**config.mk**
```make
export PLATFORM = sky130hd
export DESIGN_NAME = c2d_fifo
export DESIGN_NICKNAME = d
export VERILOG_FILES = /design/src/hdl/c2d_pkg.sv /design/src/hdl/c2d_fifo.sv
export SDC_FILE = /design/constraint.sdc
export NUM_CORES = 1
export LEC_CHECK = 0
export BUFFER_PORTS_ARGS = -buffer_cell sky130_fd_sc_hd__buf_2
export CAP_MARGIN = 10
export CORE_ASPECT_RATIO = 0.6
export CORE_UTILIZATION = 40
export DETAILED_ROUTE_END_ITERATION = 8
export PLACE_DENSITY_LB_ADDON = 0.3
export SYNTH_ARGS = -nofsm -noshare
export SYNTH_HDL_FRONTEND = slang
export SYNTH_SLANG_ARGS = --single-unit
```
**constraint.sdc**
```tcl
create_clock -name clk -period 3.61 [get_ports clk]
set_clock_uncertainty 0.2 [all_clocks]
set_input_delay 0.5415 -clock clk [delete_from_list [all_inputs] [get_ports clk]]
set_output_delay 0.5415 -clock clk [all_outputs]
set_load 0.01 [all_outputs]
```
**src/hdl/c2d_pkg.sv**
```systemverilog
// shared types, constants and helpers for the clamped-edge 2-d convolution
`default_nettype none
package c2d_pkg;

  localparam int MAX_WIDTH  = 1024;
  localparam int MAX_HEIGHT = 1024;
  localparam int LINES      = 5;
  localparam int HIST       = LINES - 1;
  localparam int PIX_W      = 8;
  localparam int KSIZE      = 5;
  localparam int COL_AW     = $clog2(MAX_WIDTH);
  localparam int DIM_W      = $clog2(MAX_WIDTH) + 1;
  localparam int POS_W      = 10;
  localparam int CNT_W      = 21;
  localparam int LAG_W      = 12;
  localparam int SEL_W      = 3;
  localparam int Q_DEPTH    = 4;
  localparam int Q_AW       = 2;
  localparam int Q_CW       = 3;
  localparam int PROD_W     = 17;
  localparam int ROW_W      = 20;
  localparam int SUM_W      = 21;
  localparam int CFG_IDX_W  = 3;
  localparam int CFG_DATA_W = 64;

  typedef enum logic [CFG_IDX_W-1:0] {
    REG_KERNEL_MODE  = 3'd0,
    REG_IMAGE_WIDTH  = 3'd1,
    REG_IMAGE_HEIGHT = 3'd2,
    REG_COEF_BANK0   = 3'd3,
    REG_COEF_BANK1   = 3'd4,
    REG_COEF_BANK2   = 3'd5,
    REG_COEF_BANK3   = 3'd6
  } c2d_reg_t;

  typedef struct packed {
    logic             cmd;
    logic [PIX_W-1:0] pixel_in;
  } c2d_in_t;

  typedef struct packed {
    logic signed [SUM_W-1:0] filtered_value;
    logic [POS_W-1:0]        out_row;
    logic [POS_W-1:0]        out_col;
    logic                    frame_end;
  } c2d_out_t;

  typedef struct packed {
    logic             mode;
    logic [DIM_W-1:0] w;
    logic [DIM_W-1:0] h;
    logic [CNT_W-1:0] total;
    logic [LAG_W-1:0] rw;
    logic [LAG_W-1:0] lag;
    logic [CNT_W-1:0] totlag;
  } c2d_cfg_t;

  typedef struct packed {
    logic [63:0]      bank0;
    logic [63:0]      bank1;
    logic [63:0]      bank2;
    logic [PIX_W-1:0] bank3;
  } c2d_coef_t;

  // one column of the window, top row first, plus what the back end needs
  typedef struct packed {
    logic [KSIZE-1:0][PIX_W-1:0] vcol;
    logic                        emit;
    logic                        frame_end;
    logic [POS_W-1:0]            row;
    logic [POS_W-1:0]            col;
    logic [KSIZE-1:0][SEL_W-1:0] htap;
  } c2d_col_t;

  function automatic logic [PIX_W-1:0] c2d_pick_pix(
    input logic [KSIZE-1:0][PIX_W-1:0] v,
    input logic [SEL_W-1:0]            s
  );
    logic [PIX_W-1:0] r;
    case (s)
      3'd0: r = v[0];
      3'd1: r = v[1];
      3'd2: r = v[2];
      3'd3: r = v[3];
      3'd4: r = v[4];
      default: r = v[0];
    endcase
    return r;
  endfunction

  function automatic logic [KSIZE-1:0][PIX_W-1:0] c2d_pick_col(
    input logic [KSIZE-1:0][KSIZE-1:0][PIX_W-1:0] sr,
    input logic [SEL_W-1:0]                       s
  );
    logic [KSIZE-1:0][PIX_W-1:0] r;
    case (s)
      3'd0: r = sr[0];
      3'd1: r = sr[1];
      3'd2: r = sr[2];
      3'd3: r = sr[3];
      3'd4: r = sr[4];
      default: r = sr[0];
    endcase
    return r;
  endfunction

endpackage
`default_nettype wire

```
**src/hdl/c2d_fifo.sv**
```systemverilog
// short queue of window columns between front and back end
`default_nettype none
module c2d_fifo (
  input  wire logic                     clk,
  input  wire logic                     rst_n,
  input  wire logic                     push,
  input  wire c2d_pkg::c2d_col_t        push_data,
  input  wire logic                     pop,
  output c2d_pkg::c2d_col_t             pop_data,
  output logic                          empty,
  output logic [c2d_pkg::Q_CW-1:0]      count
);

  c2d_pkg::c2d_col_t        mem [c2d_pkg::Q_DEPTH];
  logic [c2d_pkg::Q_AW-1:0] wp_r, wp_nxt, rp_r, rp_nxt;
  logic [c2d_pkg::Q_CW-1:0] cnt_r, cnt_nxt;

  always_comb begin
    wp_nxt  = push ? wp_r + 2'd1 : wp_r;
    rp_nxt  = pop ? rp_r + 2'd1 : rp_r;
    cnt_nxt = cnt_r + {2'b00, push} - {2'b00, pop};
  end

  always_ff @(posedge clk) begin
    if (!rst_n) begin
      wp_r  <= '0;
      rp_r  <= '0;
      cnt_r <= '0;
    end else begin
      wp_r  <= wp_nxt;
      rp_r  <= rp_nxt;
      cnt_r <= cnt_nxt;
    end
  end

  always_ff @(posedge clk) begin
    if (push) begin
      mem[wp_r] <= push_data;
    end
  end

  assign pop_data = mem[rp_r];
  assign empty    = (cnt_r == '0);
  assign count    = cnt_r;

endmodule
`default_nettype wire

```
# ---- Word level (Yosys, flattened, before mapping)
# Memories as Yosys holds them, arrays and structs flattened. A register that Yosys moved wholly into a read port is not among the register bits.
# Index checks and enable logic that the tools add are counted.
dict set report word_totals {
  word_cells 13
  output_inout_bits 81
  inputBits 81
  mem_count 1
  ram_bits 308
  regBits 7
}
dict set report classes {
  reduce_logical 1
  addsub 4
  muxes 4
}
# memory depth word_bits rd rd_clocked_by_memory_dff write_ports line_no
set memory_table {}
lappend memory_table {mem 4 77 1 1 1 c2d_fifo.sv:14} ;# c2d_pkg::c2d_col_t mem [c2d_pkg::Q_DEPTH];
# op n
set ops {}
lappend ops {{$add 2x1->2 const B} 2}
lappend ops {{$mux 2} 2}
lappend ops {{$add 3x1->3} 1}
lappend ops {{$logic_not 3->1} 1}
lappend ops {{$sub 3x1->3} 1}
lappend ops {{$mux 1} 2}

# ---- Longest topological paths before layout
# Gate-level depths: netlist (run 1).
dict set report logic_depth {
  word_depth 3
  depth_mapped 7
  depth_no_buf 7
}

# ---- Least setup slack after synthesis (run 1)
# No wires, ideal clock.
dict set report synth_path {
  path_type {flip-flop to flip-flop}
  start {register wp_r[0] (netlist name)}
  end {memory mem[0][0] (netlist name) (enable)}
  path_buffers 0
  path_slack_ps 628
  required_ps 2967
  setup_time_ps 443
  period_less_slack_ps 2982
  path_stages_with_launch 4
  arrival_time_ps 2339
  path_cell_list {dfxtp_1 -> inv_1 -> ha_1 -> and2_1}
}
# item line_no
set synth_lines {}
lappend synth_lines {{start, declared} c2d_fifo.sv:15} ;# logic [c2d_pkg::Q_AW-1:0] wp_r, wp_nxt, rp_r, rp_nxt;
lappend synth_lines {{start signal, assigned} c2d_fifo.sv:30} ;# wp_r <= wp_nxt;
lappend synth_lines {{end, declared} c2d_fifo.sv:14}
# Straight into the memory's write port.

==> results of run 1 <==
## synth_stat cells
cell type and count:
nand3b_1 1, buf_2 5, buf_4 4, xnor2_1 2
buf_6 1, xor3_1 1, inv_1 7, mux4_2 77
nor2_1 5, nor3_1 1, dfxtp_1 9, clkbuf_1 4
edfxtp_1 308, a21oi_1 1, and2_1 6, a21bo_2 1
buf_12 4, ha_1 6, fa_1 1, mux2i_1 1
## routing by layer
| metal | global-route usage [%] | routed length, um | up-vias |
|---|---|---|---|
| li1 | - | - | 2358 |
| met1 | 19.2 | 9460 | 2806 |
| met2 | 25.7 | 10900 | 122 |
| met3 | 3.83 | 1080 | 18 |
| met4 | 2.70 | 241 | 0 |
| met5 | 0 | 0 | - |
## worst min-delay path by stage
| stage | start | end | slack, ns | depth (start not counted) |
|---|---|---|---|---|
| floorplan | rp_r[1] | flip-flop | 0.30 | 2 |
| global placement | rp_r[1] | flip-flop | 0.30 | 2 |
| detailed placement | rp_r[0] | flip-flop | 0.33 | 2 |
| CTS | push_data[39] | mem[0][39] | 0.0003 | 1 |
| global route | push_data[39] | mem[0][39] | 0.002 | 1 |
| finish | push_data[23] | mem[3][23] | 0.03 | 1 |
## report_power, final
group	switching, W	total, W	leakage (nW)	internal (W)
Sequential	0.0000718	0.00430	2.90	0.00423
Combinational	0.000403	0.000806	1.47	0.000404
Clock	0.00124	0.00291	0.431	0.00167
Total	0.00171	0.00801	4.81	0.00630
## logic make-up after synthesis
group                      Yosys count  synth area share (%)
DFF                                317                  81.4
muxes                               78                  15.1
buffers and inverters               25                  1.62
and+or+nand+nor                     13                 0.594
adders and majority gates            7                 0.821
xor gates and xnor gates             3                 0.357
AOI/OAI and AO/OA                    2                 0.130
## area by class of cell
class	count	area, um2	share of cell area [%]
clock inverters	14	140	0.985
clock buffers	34	744	5.23
well taps	367	459	3.23
repair buffers	220	1450	10.2
inverters	7	26.3	0.185
multi-input cells	103	1970	13.9
flip-flops and latches	317	9440	66.3
## critical path, delay by kind of cell, from the launching register on
kind / cells / cell delay, ns
multiplexers: 1 / 0.59
buffers and inverters: 2 / 0.48
flip-flops: 1 / 0.66
## stage by stage
| step | power, W | std cells | util [%] | hold WS (ns) |
|---|---|---|---|---|
| 6_report | 0.00801 | 1062 | 50.8 | 0.0273 |
| 5_1_grt | 0.00830 | 1062 | 50.8 | 0.00200 |
| 4_1_cts | 0.00812 | 1060 | 50.8 | 0.000303 |
| 3_5_place_dp | 0.00517 | 964 | 45.9 | 0.332 |
| 3_3_place_gp | 0.00514 | 964 | 45.9 | 0.302 |
| 2_1_floorplan | 0.00484 | 445 | - | 0.299 |
## sequential cells by signal, summed over array words and instances (netlist names), named ones only
signal  cells
mem       308
rp_r        2
wp_r        2
count       3
## what timing repair did
action	in CTS	in global routing
hold endpoints to repair	178	7
buffers inserted	0	0
hold buffers	48	2
==> out/metrics.cfg, run 1 <==
[final_layout]
final_cell_mix=308 x edfxtp_1, 161 x buf_2, 77 x mux4_2
area_growth_pct=22.9
fillCellCount=2226
insertedDiodeCount=0
layout-drive-gt1-share_pct=41.9
final_common_cell=edfxtp_1
final_area_um2=14200
final_nets=765

[placed_design]
place.gp.congestion=0.705
placed_area_um2=12800
dpl.hpwl_mm=12.7
dpl_worst_slack_ns=1.08
portBuffers=161

[yosys]
synth_area_um2=11600
synth.avg_cell_area_um2=26.0
synth-seq-area-share_pct=81.4
synth_cell_types=20
synth_warnings=0
syn_nets=533
netlist.area_leader.share_pct=79.9
synthCells=445
yosys.area.top_type=edfxtp_1
synthTopCellsByArea=edfxtp_1 80%, mux4_2 15%, dfxtp_1 1.6%
ys_seq_elements=317

[grt]
grt_pass1_vias=5792
grt_max_degree=45
grt_first_pass_wirelength_mm=33.5
grt_usage_pct=14.8
overflow=0
antenna_found_initial=0

[cts]
cts_num_sinks=317
clock_tree.root_cell=clkbuf_16
cts_made_buffers=28
cts_resized=0
clk_pin_slew_worst_paths_ns=0.06
h-tree-depth=1
cts_buffer_depth=3
cts_tree=done
clk_latency_ns=0.53

[detailed_routing]
wl_per_cell_um=20.4
routed_wl_mm=21.7
vias=5304
dr.pass1.iters=4
final_antenna_net_count=0
drcViolationCount=0
avgViaCountPerCell=4.99
drt_iter0_drc=284

[status]
outcome=finished clean

[timing]
fmax_mhz=330
rsz0062_at_grt=no
period_needed_ns=3.03
final_hold_viol_count=0
setup_slack_ns=0.576
worst_pin_slew_ns=0.610
finalCritPeriodShare_pct=84.0
finalSetupViolCount=0
max_slew_margin_pct=59.3
drv_slew=0
fin_setup_tns_ns=0

[critical_path]
reg2reg_slack_ns=1.57
r2r_start=wp_r[0]
crit_path_max_fanout=28
regToRegEndpoint=mem[3][48]
startpoint_type=flip-flop
rr_worst_depth=3
cpPeakStageDelay_ns=0.66
crit_end=pop_data[12]
crit_chain=buf_12 > mux4_2 > buf_2
critPathArrivalTime_ns=2.29
critPathCaptureType=output pin
worstPathRequired_ns=2.87
criticalPathCategory=flip-flop to output pin
cp_slowest_cell=dfxtp_4

[floorplan]
io_pins=162
start_util_pct=41.4
dieArea_um2=29700
dieWidth_um=222
die_height_um=134
core_um2=28000
rows=47

[flow_run]
drv_cap=0

[power_and_ir_drop]
p_per_area_nw_per_um2=563
p_leak_nw=4.81
vdd_drop_max_mv=0.324

[worst_hold_path]
min_path_type=primary input to flip-flop

(Power assumes the default switching activity.)
==> inputs of run 2 (changes only) <==
clock period = 3 ns   (was 3.61 ns; I/O delays follow)
==> out/metrics.cfg, run 2 (same netlist as run 1, synthesis figures left out) <==
[floorplan]
core_um2=28000  ; unchanged
die_height_um=134  ; unchanged
dieArea_um2=29700  ; unchanged
io_pins=162  ; unchanged
dieWidth_um=222  ; unchanged
start_util_pct=41.4  ; unchanged
rows=47  ; unchanged

[detailed_routing]
dr.pass1.iters=4  ; unchanged
drt_iter0_drc=323  ; was 284
drcViolationCount=0  ; unchanged
final_antenna_net_count=0  ; unchanged
vias=5458  ; was 5304
avgViaCountPerCell=4.96  ; was 4.99
routed_wl_mm=22.4  ; was 21.7 mm
wl_per_cell_um=20.4  ; about the same

[placed_design]
place.gp.congestion=0.736  ; was 0.705
dpl.hpwl_mm=13.3  ; was 12.7 mm
place_inst=967  ; was 964
dpl_worst_slack_ns=0.733  ; was 1.08 ns
portBuffers=161  ; unchanged

[critical_path]
crit_path_max_fanout=31  ; was 28
cpPeakStageDelay_ns=0.60  ; was 0.66 ns
cp_slowest_cell=mux4_2  ; was dfxtp_4
rr_worst_depth=3  ; unchanged
startpoint_type=flip-flop  ; unchanged
critPathArrivalTime_ns=2.15  ; was 2.29 ns
critPathCaptureType=output pin  ; unchanged
worstPathRequired_ns=2.35  ; was 2.87 ns
crit_chain=buf_12 > mux4_2 > buf_2  ; unchanged
criticalPathCategory=flip-flop to output pin  ; unchanged

[timing]
finalSetupViolCount=0  ; unchanged
setup_slack_ns=0.202  ; was 0.576 ns
worst_pin_slew_ns=0.508  ; was 0.610 ns
rsz0062_at_grt=no  ; unchanged
drv_slew=0  ; unchanged
fmax_mhz=357
fin_setup_tns_ns=0  ; unchanged
final_hold_viol_count=0  ; unchanged
period_needed_ns=2.80
finalCritPeriodShare_pct=93.3
max_slew_margin_pct=66.2  ; was 59.3%
hold_ws_ns=0.0866  ; was 0.0273 ns

[power_and_ir_drop]
p_leak_nw=5.02  ; was 4.81 nW
cellInternalPower_w=0.00808  ; was 0.00630 W
vdd_drop_max_mv=0.397  ; was 0.324 mV
sequentialPowerShare_pct=50.2  ; was 53.6%
p_per_area_nw_per_um2=696  ; was 563 nW/um2
p_sw_share_pct=21.3  ; was 21.4%
power.switching_w=0.00219  ; was 0.00171 W
design_power_total_w=0.0103  ; was 0.00801 W
clkPwrFrac_pct=39.7  ; was 36.3%
comb_power_share_pct=10.1  ; about the same

[worst_hold_path]
worstHoldPathCells=3  ; was 1
min_path_type=primary input to flip-flop  ; unchanged

[cts]
cts_num_sinks=317  ; unchanged
clk_pin_slew_worst_paths_ns=0.06  ; about the same
hold_buffers=79  ; was 48
h-tree-depth=1  ; unchanged
cts_made_buffers=29  ; was 28
postCtsSetupBuffers=0  ; unchanged
cts_buffer_depth=3  ; unchanged
cts_tree=done  ; unchanged
clock_tree.root_cell=clkbuf_16  ; unchanged
cts_resized=0  ; unchanged
clk_latency_ns=0.55  ; was 0.53 ns

[grt]
overflow=0  ; unchanged
grt_max_degree=78  ; was 45
grt_usage_pct=15.4  ; was 14.8%
grt_first_pass_wirelength_mm=34.5  ; was 33.5 mm
grt_pass1_vias=5917  ; was 5792
antenna_found_initial=1  ; was 0

[final_layout]
regArea_um2=9440  ; unchanged
final_cell_mix=308 x edfxtp_1, 161 x buf_2, 79 x dlygate4sd3_1  ; was 308 x edfxtp_1, 161 x buf_2, 77 x mux4_2
layout-drive-gt1-share_pct=42.0  ; was 41.9%
final_common_cell=edfxtp_1  ; unchanged
largest_register_ffs=308  ; unchanged
fillCellCount=2205  ; was 2226
largest_register=mem  ; unchanged
final_nets=798  ; was 765
stdcell_count=1101  ; was 1062
area_growth_pct=27.4  ; was 22.9%
multi_input_area_um2=1970  ; unchanged

[flow_run]
drv_cap=0  ; unchanged

[status]
outcome=finished clean  ; unchanged

## run 2: changes by cell type in the layout (fill, tap and decap cells not counted), sizes merged
| cell | delta |
|---|---|
| buf | +3 |
| bufinv | +5 |
| clkbuf | -4 |
| clkinv | -2 |
| clkinvlp | +6 |
| diode | +1 |
| dlygate4sd3 | +29 |
| inv | +1 |
## run 2: critical path: cells and delay by family (launching register included)
family   cells  cell delay (ns)
flops        1             0.50
buf+inv      2             0.47
mux          1             0.60
## run 2: area by class of cell
cell class / count / area share (%)
Clock buffer: 30 / 4.94
Sequential cell: 317 / 64.0
Inverter: 7 / 0.178
Antenna cell: 1 / 0.0170
Multi-Input combinational cell: 103 / 13.4
Tap cell: 367 / 3.11
Clock inverter: 24 / 2.37
Timing Repair Buffer: 252 / 12.0
## run 2: metal layers
metal  share of wire, %  vias to the layer above  GRT usage (%)
met4                1.5                        0           2.89
met2                 48                      147           25.2
li1                   -                     2429              -
met5                  0                        -              0
met1                 45                     2850           21.4
met3                5.3                       32           3.66
## run 2: worst paths after layout
path                            startpoint          end  slack (ns)
worst max-delay path             flip-flop  pop_data[6]        0.20
worst min-delay path                  push      wp_r[0]        0.09
worst max register to register     wp_r[0]   mem[1][33]        1.08
worst min register to register     rp_r[0]    flip-flop        0.35
## run 2: metrics by stage
stage          utilization [%]  cell area (um2)
2_1_floorplan                -            11600
3_3_place_gp              46.0            12900
3_5_place_dp              46.0            12900
4_1_cts                   52.7            14800
5_1_grt                   52.7            14800
6_report                  52.7            14800
## run 2: power by group through the flow
| stage | combinational, W | clock (W) | sequential (W) |
|---|---|---|---|
| 5_1_grt | 0.00112 | 0.00435 | 0.00518 |
| 4_1_cts | 0.00106 | 0.00419 | 0.00516 |
| 2_1_floorplan | 0.000582 | 0 | 0.00524 |
| 3_5_place_dp | 0.000973 | 0 | 0.00526 |
| 6_report | 0.00104 | 0.00407 | 0.00516 |
| 3_3_place_gp | 0.000949 | 0 | 0.00524 |
==> inputs of run 3 (changes only) <==
CORE_UTILIZATION = 57   (was 40)
==> out/metrics.cfg, run 3 (same netlist as run 1, synthesis figures left out) <==
[detailed_routing]
final_antenna_net_count=0  ; unchanged
avgViaCountPerCell=5.60  ; was 4.96
vias=5626  ; was 5458
routed_wl_mm=22.1  ; was 22.4 mm
wl_per_cell_um=22.0  ; was 20.4 um
drt_iter0_drc=438  ; was 323
drcViolationCount=0  ; unchanged
dr.pass1.iters=4  ; unchanged

[grt]
grt_util_met3_pct=6.29  ; was 3.66%
grt_max_degree=37  ; was 78
grt_util_met2_pct=34.7  ; was 25.2%
grt_use_met1_pct=30.9  ; was 21.4%
overflow=0  ; unchanged
top_usage_layer=met2  ; unchanged
antenna_found_initial=3  ; was 1
grt_usage_pct=21.8  ; was 15.4%
grt_first_pass_wirelength_mm=33.3  ; was 34.5 mm
grt_pass1_vias=5921  ; was 5917

[critical_path]
crit_chain=buf_4 > mux4_2 > buf_2  ; was buf_12 > mux4_2 > buf_2
reg2reg_slack_ns=0.95  ; was 1.08 ns
criticalPathCategory=flip-flop to output pin  ; unchanged
crit_path_max_fanout=22  ; was 31
critPathArrivalTime_ns=2.21  ; was 2.15 ns
cp_slowest_cell=dfxtp_4  ; was mux4_2
cpPeakStageDelay_ns=0.65  ; was 0.60 ns
startpoint_type=flip-flop  ; unchanged
crit_family=flip-flops  ; was multiplexers
crit_buf_inv=2  ; unchanged
rr_worst_depth=4  ; was 3
critPathCaptureType=output pin  ; unchanged
r2r_start=wp_r[0]  ; unchanged
worstPathRequired_ns=2.35  ; about the same
cp.depth=3  ; unchanged

[timing]
finalCritPeriodShare_pct=95.4  ; was 93.3%
fmax_mhz=349  ; was 357 MHz
drv_slew=0  ; unchanged
fin_setup_tns_ns=0  ; unchanged
finalSetupViolCount=0  ; unchanged
max_slew_margin_pct=59.5  ; was 66.2%
worst_pin_slew_ns=0.608  ; was 0.508 ns
setup_slack_ns=0.139  ; was 0.202 ns
final_hold_viol_count=0  ; unchanged
period_needed_ns=2.86  ; was 2.80 ns
hold_ws_ns=0.0559  ; was 0.0866 ns
rsz0062_at_grt=no  ; unchanged

[status]
outcome=finished clean  ; unchanged

[cts]
clk_latency_ns=0.54  ; was 0.55 ns
clock_tree.root_cell=clkbuf_16  ; unchanged
cts_num_sinks=317  ; unchanged
clk_pin_slew_worst_paths_ns=0.06  ; about the same
cts_made_buffers=28  ; was 29
h-tree-depth=1  ; unchanged
cts_tree=done  ; unchanged
cts_buffer_depth=3  ; unchanged

[final_layout]
largest_register_ffs=308  ; unchanged
final_nets=802  ; was 798
stdcell_count=1004  ; was 1101
final_common_cell=edfxtp_1  ; unchanged
largest_register=mem  ; unchanged
final_cell_mix=308 x edfxtp_1, 161 x buf_2, 78 x dlygate4sd3_1  ; was 308 x edfxtp_1, 161 x buf_2, 79 x dlygate4sd3_1
area_growth_pct=25.1  ; was 27.4%
layout-drive-gt1-share_pct=41.7  ; was 42.0%

[worst_hold_path]
min_path_type=primary input to flip-flop  ; unchanged
worstHoldStart=pop  ; was push
worstHoldPathCells=3  ; unchanged

[floorplan]
io_pins=162  ; unchanged
dieArea_um2=20900  ; was 29700 um2
start_util_pct=59.5  ; was 41.4%
rows=39  ; was 47
die_height_um=112  ; was 134 um
dieWidth_um=186  ; was 222 um
core_um2=19500  ; was 28000 um2

[placed_design]
portBuffers=161  ; unchanged
place_inst=872  ; was 967
dpl_worst_slack_ns=0.654  ; was 0.733 ns
place.gp.congestion=0.742  ; was 0.736
dpl.hpwl_mm=13.5  ; was 13.3 mm

[power_and_ir_drop]
vdd_drop_max_mv=0.765  ; was 0.397 mV
p_leak_nw=4.99  ; was 5.02 nW
p_per_area_nw_per_um2=667  ; was 696 nW/um2

[flow_run]
drv_cap=0  ; unchanged

-- run 3: changes by cell type in the layout (fill, tap and decap cells not counted), moves of 2 or more --
| cell | before | now |
|---|---|---|
| clkbuf_1 | 1 | 4 |
| clkinv_1 | 2 | 4 |
| clkinvlp_4 | 7 | 2 |
| buf_4 | 5 | 10 |
| clkinv_4 | 3 | 0 |
| bufinv_16 | 8 | 2 |
| clkinv_2 | 3 | 10 |
-- run 3: power breakdown --
group          total (W)  internal [W]  switching, W
Combinational    0.00104      0.000528      0.000513
Clock            0.00346       0.00194       0.00151
Sequential       0.00517       0.00509     0.0000838
Total            0.00967       0.00756       0.00211
-- run 3: worst reg2reg max path, cell delays in order (launching register included) --
cell     delay (ns)
dfxtp_1        0.35
inv_1          0.10
ha_1           0.16
and2_4         0.53
buf_4          0.39
-- run 3: area by class of cell --
class | count | area [um2]
antenna | 2 | 5.00
inverter | 7 | 26.3
sequential | 317 | 9440
multi-input combinational | 103 | 1970
timing repair buffer | 257 | 1820
clock inverter | 19 | 151
clock buffer | 33 | 741
fill | 1089 | 4980
tap | 266 | 333
-- run 3: path summary, 6_finish.rpt --
path | endpoint
max | pop_data[62]
min | flip-flop
max reg2reg | mem[2][21]
min reg2reg | flip-flop
-- run 3: repair_timing --
| item | in CTS | in global routing |
|---|---|---|
| hold endpoints to repair | 310 | 0 |
| setup endpoints to repair | 0 | 0 |
| resized for setup | 0 | 0 |
| hold buffers | 78 | 0 |
| setup buffers | 0 | 0 |
-- run 3: stage by stage --
step / util (%) / total power, W / area [um2]
after floorplan: - / 0.00582 / 11600
after global placement: 65.8 / 0.00619 / 12800
after detailed placement: 65.8 / 0.00623 / 12800
after CTS: 74.4 / 0.00973 / 14500
after global routing: 74.4 / 0.00998 / 14500
final: 74.4 / 0.00967 / 14500
-- run 3: metal layers --
layer / part of all wire [%] / vias up / wire [um]
met3: 9.0 / 32 / 1990
met5: 0.063 / - / 14
met1: 42 / 2901 / 9370
li1: - / 2441 / -
met2: 47 / 250 / 10400
met4: 1.3 / 2 / 283
